## config.mk

```make
export PLATFORM = sky130hd
export DESIGN_NAME = h264_rtp_fu_a_packetizer_unit
export DESIGN_NICKNAME = d
export VERILOG_FILES = /design/src/sv/h264fu_pkg.sv /design/src/sv/h264fu_core.sv /design/src/sv/h264fu_obuf.sv /design/src/sv/h264_rtp_fu_a_packetizer_unit.sv
export SDC_FILE = /design/constraint.sdc
export NUM_CORES = 1
export LEC_CHECK = 0
export BUFFER_PORTS_ARGS = -buffer_cell sky130_fd_sc_hd__buf_2
export CORE_ASPECT_RATIO = 1.4
export CORE_MARGIN = 5
export CORE_UTILIZATION = 45
export CTS_CLUSTER_SIZE = 8
export DETAILED_ROUTE_END_ITERATION = 6
export RECOVER_POWER = 50
export SYNTH_ARGS = -nofsm -noshare
export SYNTH_HDL_FRONTEND = slang
export SYNTH_HIERARCHICAL = 1
export SYNTH_SLANG_ARGS = --single-unit
export TNS_END_PERCENT = 1
```

## constraint.sdc

```tcl
create_clock -name clk -period 30.1 [get_ports clk]
set_input_delay 6.02 -clock clk [delete_from_list [all_inputs] [get_ports clk]]
set_output_delay 6.02 -clock clk [all_outputs]
set_load 0.02 [all_outputs]
```

## src/sv/h264fu_pkg.sv

```systemverilog
`timescale 1ns / 1ps

package h264fu_pkg;

  localparam int MAX_PAYLOAD = 1400;
  localparam int LEN_W       = 20;
  localparam int FILL_W      = 11;
  localparam int STEP_W      = 17;

  localparam logic [LEN_W-1:0]  MAX_LEN  = LEN_W'(MAX_PAYLOAD);
  localparam logic [FILL_W:0]   MAX_FILL = (FILL_W+1)'(MAX_PAYLOAD);
  localparam logic [STEP_W-1:0] STEP_RESET = STEP_W'(3600);

  localparam logic [4:0] NAL_TYPE_SPS = 5'd7;
  localparam logic [4:0] NAL_TYPE_PPS = 5'd8;
  localparam logic [4:0] NAL_TYPE_FUA = 5'd28;
  localparam logic [7:0] NRI_MASK     = 8'h60;
  localparam logic [7:0] TYPE_MASK    = 8'h1F;
  localparam logic [7:0] FU_S_BIT     = 8'h80;
  localparam logic [7:0] FU_E_BIT     = 8'h40;

  typedef struct packed {
    logic [7:0]       nal_byte;
    logic             unit_first;
    logic [LEN_W-1:0] unit_length;
  } in_word_t;

  typedef struct packed {
    logic [7:0]  payload_byte;
    logic        packet_start;
    logic        packet_end;
    logic [15:0] sequence_number;
    logic [31:0] rtp_timestamp;
  } out_word_t;

  // up to three words caused by one input word, front word in slot 0
  typedef struct packed {
    logic [1:0]          cnt;
    out_word_t [2:0]     w;
  } burst_t;

endpackage

```

## src/sv/h264fu_core.sv

```systemverilog
`timescale 1ns / 1ps

module h264fu_core import h264fu_pkg::*; (
  input  logic              clk,
  input  logic              rst_n,
  input  logic              load,
  input  in_word_t          in_word,
  input  logic              cfg_we,
  input  logic [STEP_W-1:0] cfg_step,
  output burst_t            burst
);

  logic [STEP_W-1:0] step_r;
  logic [15:0]       seq_r, seq_nxt;
  logic [31:0]       ts_r, ts_nxt;
  logic [7:0]        hdr_r, hdr_nxt;
  logic [LEN_W-1:0]  left_r, left_nxt;
  logic [FILL_W-1:0] fill_r, fill_nxt;
  logic              frag_r, frag_nxt;
  logic              ff_r, ff_nxt;

  logic [LEN_W-1:0]  len0;
  logic [LEN_W-1:0]  left_dec;
  logic [7:0]        fuh;
  logic [4:0]        cur_type;
  logic              seg_end;
  logic              is_param;

  function automatic out_word_t mk(logic [7:0] b, logic s, logic e,
                                   logic [15:0] sq, logic [31:0] t);
    out_word_t o;
    o.payload_byte    = b;
    o.packet_start    = s;
    o.packet_end      = e;
    o.sequence_number = sq;
    o.rtp_timestamp   = t;
    return o;
  endfunction

  always_comb begin
    seq_nxt  = seq_r;
    ts_nxt   = ts_r;
    hdr_nxt  = hdr_r;
    left_nxt = left_r;
    fill_nxt = fill_r;
    frag_nxt = frag_r;
    ff_nxt   = ff_r;
    burst    = '0;

    len0     = (in_word.unit_length == '0) ? LEN_W'(1) : in_word.unit_length;
    left_dec = left_r - LEN_W'(1);
    cur_type = in_word.unit_first ? in_word.nal_byte[4:0] : hdr_r[4:0];
    is_param = (cur_type == NAL_TYPE_SPS) || (cur_type == NAL_TYPE_PPS);
    seg_end  = (({1'b0, fill_r} + (FILL_W+1)'(1)) >= MAX_FILL) || (left_r == LEN_W'(1));
    fuh      = (hdr_r & TYPE_MASK) | (ff_r ? FU_S_BIT :
               ((left_r <= MAX_LEN) ? FU_E_BIT : 8'h00));

    if (in_word.unit_first) begin
      hdr_nxt  = in_word.nal_byte;
      fill_nxt = '0;
      left_nxt = len0 - LEN_W'(1);
      if (len0 <= MAX_LEN) begin
        frag_nxt   = 1'b0;
        ff_nxt     = 1'b0;
        burst.cnt  = 2'd1;
        burst.w[0] = mk(in_word.nal_byte, 1'b1, len0 == LEN_W'(1), seq_r, ts_r);
        if (len0 == LEN_W'(1)) begin
          seq_nxt = seq_r + 16'd1;
          if (!is_param) ts_nxt = ts_r + 32'(step_r);
        end
      end else begin
        frag_nxt = 1'b1;
        ff_nxt   = 1'b1;
      end
    end else if (left_r != '0) begin
      left_nxt = left_dec;
      if (!frag_r) begin
        burst.cnt  = 2'd1;
        burst.w[0] = mk(in_word.nal_byte, 1'b0, left_r == LEN_W'(1), seq_r, ts_r);
        if (left_r == LEN_W'(1)) begin
          seq_nxt = seq_r + 16'd1;
          if (!is_param) ts_nxt = ts_r + 32'(step_r);
        end
      end else begin
        if (fill_r == '0) begin
          burst.cnt  = 2'd3;
          burst.w[0] = mk((hdr_r & NRI_MASK) | {3'b000, NAL_TYPE_FUA}, 1'b1, 1'b0,
                          seq_r, ts_r);
          burst.w[1] = mk(fuh, 1'b0, 1'b0, seq_r, ts_r);
          burst.w[2] = mk(in_word.nal_byte, 1'b0, seg_end, seq_r, ts_r);
        end else begin
          burst.cnt  = 2'd1;
          burst.w[0] = mk(in_word.nal_byte, 1'b0, seg_end, seq_r, ts_r);
        end
        fill_nxt = fill_r + FILL_W'(1);
        if (seg_end) begin
          seq_nxt  = seq_r + 16'd1;
          fill_nxt = '0;
          ff_nxt   = 1'b0;
        end
        // unit done after its last fragment byte
        if (left_r == LEN_W'(1)) begin
          frag_nxt = 1'b0;
          ts_nxt   = ts_r + 32'(step_r);
        end
      end
    end
  end

  always_ff @(posedge clk) begin
    if (!rst_n) begin
      step_r <= STEP_RESET;
      seq_r  <= '0;
      ts_r   <= '0;
      hdr_r  <= '0;
      left_r <= '0;
      fill_r <= '0;
      frag_r <= 1'b0;
      ff_r   <= 1'b0;
    end else begin
      if (cfg_we) step_r <= cfg_step;
      if (load) begin
        seq_r  <= seq_nxt;
        ts_r   <= ts_nxt;
        hdr_r  <= hdr_nxt;
        left_r <= left_nxt;
        fill_r <= fill_nxt;
        frag_r <= frag_nxt;
        ff_r   <= ff_nxt;
      end
    end
  end

endmodule

```

## src/sv/h264fu_obuf.sv

```systemverilog
`timescale 1ns / 1ps

module h264fu_obuf import h264fu_pkg::*; (
  input  logic      clk,
  input  logic      rst_n,
  input  logic      load,
  input  burst_t    burst,
  output logic      can_load,
  output logic      out_valid,
  input  logic      out_stall,
  output out_word_t out_word
);

  out_word_t [2:0] slot_r;
  logic [1:0]      cnt_r;
  logic            pop;

  assign out_valid = (cnt_r != 2'd0);
  assign out_word  = slot_r[0];
  assign pop       = out_valid && !out_stall;
  // take a new burst when empty or when the last word leaves this cycle
  assign can_load  = (cnt_r == 2'd0) || ((cnt_r == 2'd1) && !out_stall);

  always_ff @(posedge clk) begin
    if (!rst_n) begin
      cnt_r <= 2'd0;
    end else if (load) begin
      cnt_r <= burst.cnt;
    end else if (pop) begin
      cnt_r <= cnt_r - 2'd1;
    end
  end

  always_ff @(posedge clk) begin
    if (load) begin
      slot_r <= burst.w;
    end else if (pop) begin
      slot_r[0] <= slot_r[1];
      slot_r[1] <= slot_r[2];
    end
  end

endmodule

```

## src/sv/h264_rtp_fu_a_packetizer_unit.sv

```systemverilog
`timescale 1ns / 1ps

// h264 rtp fu-a packetizer
// in channel: one nal unit byte per word (in_valid / in_stall); unit_first and
// unit_length mark the header byte of each unit.
// out channel: one rtp payload byte per word (out_valid / out_stall) with
// packet_start / packet_end flags, sequence number and timestamp.
// cfg channel: cfg_valid / cfg_ready writes timestamp_step; cfg_ready is
// always high, write only while the block is idle.
// a result word is registered and shows in the cycle after its input is taken.
// throughput: one input word per cycle while out_stall is low for pass-through
// and fragment body bytes; the first byte of every fu-a fragment yields three
// output words (fu indicator, fu header, data), so in_stall stays high until
// the three-slot output buffer, draining one word a cycle, is down to its last word.
// header bytes of fragmented units give no output word.
// when the receiver stalls the front word holds and in_stall rises as soon as
// the buffer cannot take a full new burst.
// reset: synchronous active-low; clears counters, unit state and the buffer,
// timestamp_step returns to 3600.
module h264_rtp_fu_a_packetizer_unit import h264fu_pkg::*; (
  input  logic              clk,
  input  logic              rst_n,
  input  logic              in_valid,
  output logic              in_stall,
  input  in_word_t          in_word,
  output logic              out_valid,
  input  logic              out_stall,
  output out_word_t         out_word,
  input  logic              cfg_valid,
  output logic              cfg_ready,
  input  logic [STEP_W-1:0] cfg_data
);

  burst_t burst;
  logic   can_load;
  logic   load;

  assign in_stall  = !can_load;
  assign load      = in_valid && can_load;
  assign cfg_ready = 1'b1;

  h264fu_core u_core (
    .clk      (clk),
    .rst_n    (rst_n),
    .load     (load),
    .in_word  (in_word),
    .cfg_we   (cfg_valid && cfg_ready),
    .cfg_step (cfg_data),
    .burst    (burst)
  );

  h264fu_obuf u_obuf (
    .clk       (clk),
    .rst_n     (rst_n),
    .load      (load),
    .burst     (burst),
    .can_load  (can_load),
    .out_valid (out_valid),
    .out_stall (out_stall),
    .out_word  (out_word)
  );

endmodule

```

==> impl_summary.log <==
[metrics] post-cts hold buffer count: 0
[metrics] ratio of final minimum period to clock period: 47.7%
[metrics] commonest non-fill, non-tap cells in the layout: 174 x edfxtp_1, 116 x mux2_2, 107 x dfxtp_1
[metrics] result of the run: finished, violations left
[metrics] CP bufs+invs: 2
[metrics] largest net degree at the start of global routing: 151
[metrics] summed instance area of the synthesized netlist: 15000 um^2
[metrics] Setup Skew: 0.0216 ns
[metrics] normalized max-slew margin: -429%
[metrics] synthesized-area fraction occupied by adder cells: 2.38%
[metrics] Mapped Avg Cell Area: 10.7 um^2
[metrics] R2R depth: 7
[metrics] global-route total usage across every layer: 17.1%
[metrics] Final setup violation count: 0
[metrics] via count of the first global-routing pass: 10150
[metrics] total count of hold-check failures in the final report: 0
[metrics] crit path launch type: input port
[metrics] unrepaired setup endpoints after global routing: false
[metrics] largest fanout of any net on the critical path: 150
[metrics] cts repair resizes: 0
[metrics] CP Capture Type: register
[metrics] mux cell area share after synthesis: 10.1%
[metrics] antenna violations before repair: 1
[metrics] Pleak: 0.00581 uW
[metrics] Max Cap Violations: 8
[metrics] final routed wirelength across all metal layers: 31900 um
[metrics] Die Y-Extent: 226 um
[metrics] routed len/inst: 17.0 um
[metrics] grt met3 use: 3.09%
[metrics] dominant combinational cell family by area after synthesis: simple AND/OR/NAND/NOR gates
[metrics] Crit path arrival time: 14.69 ns
[metrics] fillers: 3056
[metrics] count of synthesis-stage warnings from yosys: 6
[metrics] number of sinks driven by the clock tree: 281
[metrics] share of flip-flops with an asynchronous set or reset after synthesis: 0%
[metrics] Root Buffer Master: clkbuf_16
[metrics] Clock transition at path regs: 0.05 ns
[metrics] hpwl dp: 20500 um
[metrics] most congested layer reported by global routing: met2
[metrics] achievable frequency: 0.0697 GHz
[metrics] critical path class: in2reg
[metrics] number of instances in the placed design: 1802
[metrics] worst-case hold slack: 0.454 ns
[metrics] layout net count: 1479
[metrics] Max VDD drop: 0.0305 mV
[metrics] failing checks: capacitance limit, slew limit
[metrics] post-synthesis sequential element count: 281
[metrics] horizontal die dimension: 165 um
[metrics] combinational share of power: 17.9%
[metrics] simple-gate share of the synthesized area: 17.5%
[metrics] post-synthesis xor/xnor area fraction: 2.10%
[metrics] worst-case setup margin in the final layout: 15.75 ns
[metrics] post-CTS setup buffer count: 0
[metrics] die area: 37200 um^2
[metrics] worst min path class: reg2reg
[metrics] number of distinct standard cells referenced by the synthesized netlist: 80
[metrics] prevailing post-synth register cell: edfxtp_1
[metrics] M1 GR Usage: 21.2%
[metrics] Switch Pwr: 310 uW
[metrics] final cell count without fillers: 1877
[metrics] ratio of cells with drive above 1 in the final layout: 17.2%
[metrics] proportion of power drawn by flip-flops and latches: 44.5%
[metrics] register area share after synthesis: 49.0%
[metrics] Rows: 79
[metrics] worst hold stages: 2
[metrics] PortBufs: 110
[metrics] via total after detailed routing: 10188
[metrics] CTS tree: yes
[metrics] area occupied by multi-input gates: 6450 um^2
[metrics] most common library cell in the layout ignoring fill and taps: edfxtp_1
[metrics] internal power contribution: 825 uW
[metrics] number of max-slew violations in the final report: 459
[metrics] worst slew pin tran: 7.94 ns
[metrics] series of cell instances along the critical path: clkbuf_1 > o21ai_0 > and2_0 > clkbuf_1 > mux2_2
[metrics] total power divided by cell area: 69.8 nW/um^2
[metrics] TritonCTS buffer count: 41
[metrics] Register Area: 7370 um^2
[metrics] residual antenna-violating net count after detailed routing: 0
[metrics] share of the synthesized area in compound gates (AO/OA/AOI/OAI): 10.6%
[metrics] final core utilization: 49.1%
[metrics] Crit path largest cell delay: 5.51 ns
[metrics] cell repeated most along the worst path: clkbuf_1
[metrics] part of the total power dissipated in the clock network: 37.6%
[metrics] number of enable flip-flop cells after synthesis: 174
[metrics] Std-Cell Core Area: 33100 um^2
[metrics] CP required: 30.44 ns
[metrics] global-route wire length before repair: 51900 um
[metrics] initial detailed-routing violation count: 465
[metrics] Residual DRC: 0
[metrics] post-detailed-route via-to-cell ratio: 5.43
[metrics] I/O Pins: 112
[metrics] area added between synthesis and finish: 8.11%
[metrics] maximum number of buffers from clock root to sink: 3
[metrics] Antenna Cells: 0
[metrics] Post-Route Setup TNS: 0 ns
[metrics] weighted congestion at the end of routability-driven global placement: 0.833
[metrics] cell family contributing the most delay on the critical path: buffers and inverters
[metrics] number of levels in the clock H-tree: 2
[metrics] met2 Use GR: 29.8%
[metrics] worst-case setup slack after placement: 17.52 ns
[metrics] post-layout minimum cycle time: 14.35 ns
[metrics] slowest cell on the critical path: clkbuf_1
[metrics] Worst path depth: 5
[metrics] Starting Density: 45.4%
[metrics] first-pass iteration count of the detailed router: 5
[metrics] Overflow after GRT: 0
[metrics] instance count of the mapped netlist: 1409
[metrics] fraction of power spent switching nets: 27.3%
[metrics] clock insertion delay at the later pin of the skew report: 0.53 ns
-- power by group through the flow --
stage | Clock [uW] | Combinational [uW] | Sequential, uW
final | 426 | 203 | 505
after global routing | 456 | 224 | 511
after CTS | 440 | 205 | 502
after detailed placement | 0 | 204 | 509
after global placement | 0 | 202 | 507
after floorplan | 0 | 170 | 513
-- per-stage QoR --
stage | cell area (um^2) | total power (uW)
floorplan | 15100 | 683
finish | 16300 | 1130
CTS | 16400 | 1150
global placement | 15200 | 709
detailed placement | 15200 | 713
global route | 16300 | 1190
-- cell usage after synthesis, types with 12 or more instances --
master	instances	area, um^2
nand3_1	35	175
inv_1	31	116
mux2_2	116	1310
nand4_1	15	93.8
ha_1	27	338
or3_1	12	75.1
o21ai_0	44	220
nand2_1	93	349
nor2_1	85	319
clkbuf_1	43	161
dfxtp_1	107	2140
o41ai_1	18	158
mux2i_1	21	210
o31ai_1	17	128
or4_1	14	105
nor3_1	23	115
nand2b_1	19	119
buf_4	112	841
xnor2_1	21	184
nor2b_1	49	307
xor2_1	15	131
buf_2	22	110
and2_1	65	407
a21oi_1	73	365
edfxtp_1	174	5230
-- routing by layer --
layer	up-vias	wire length [um]
li1	5042	-
met1	4882	13600
met2	210	16000
met3	54	1460
met4	0	818
met5	-	0
-- registers in the layout, summed over array words and instances, names as in the netlist, 7 cells and up --
register / flops
u_core/hdr_r: 7
u_core/fill_r: 11
u_core/left_r: 20
u_core/step_r: 17
u_core/ts_r: 32
u_core/seq_r: 16
u_obuf/slot_r: 116
u_obuf/out_word: 58
-- worst register-to-register path, stage by stage (launching register included) --
cell and delay (ns):
dfxtp_1 0.29, inv_1 0.09, ha_1 0.15, inv_1 0.03, o21ai_0 0.19, and2_0 1.59, clkbuf_1 5.53, mux2_2 1.26
-- cells by family after synthesis --
logic type | count (synthesis)
xor gates and xnor gates | 36
buffers and inverters | 213
and+or+nand+nor | 477
AOI/OAI and AO/OA | 235
adders and majority gates | 28
muxes | 137
other | 2
DFF | 281
-- final cells by class --
cell class,count,area share (%)
tap,445,3.42
clock buffer,73,7.31
sequential,281,45.3
inverter,32,0.738
timing repair buffer,126,3.49
multi-input combinational,918,39.6
clock inverter,2,0.108
-- path summary, 6_finish.rpt --
| check | start | endpoint | slack, ns |
|---|---|---|---|
| setup / recovery | out_stall | u_obuf/out_word[4] | 15.75 |
| hold / removal | u_core/hdr_r[5] | u_core/hdr_r[5] | 0.45 |
| setup reg to reg | u_obuf/cnt_r[1] | u_obuf/out_word[4] | 20.78 |
| hold reg to reg | u_core/hdr_r[5] | u_core/hdr_r[5] | 0.45 |
Note: power is estimated with default switching activity, not from simulation.
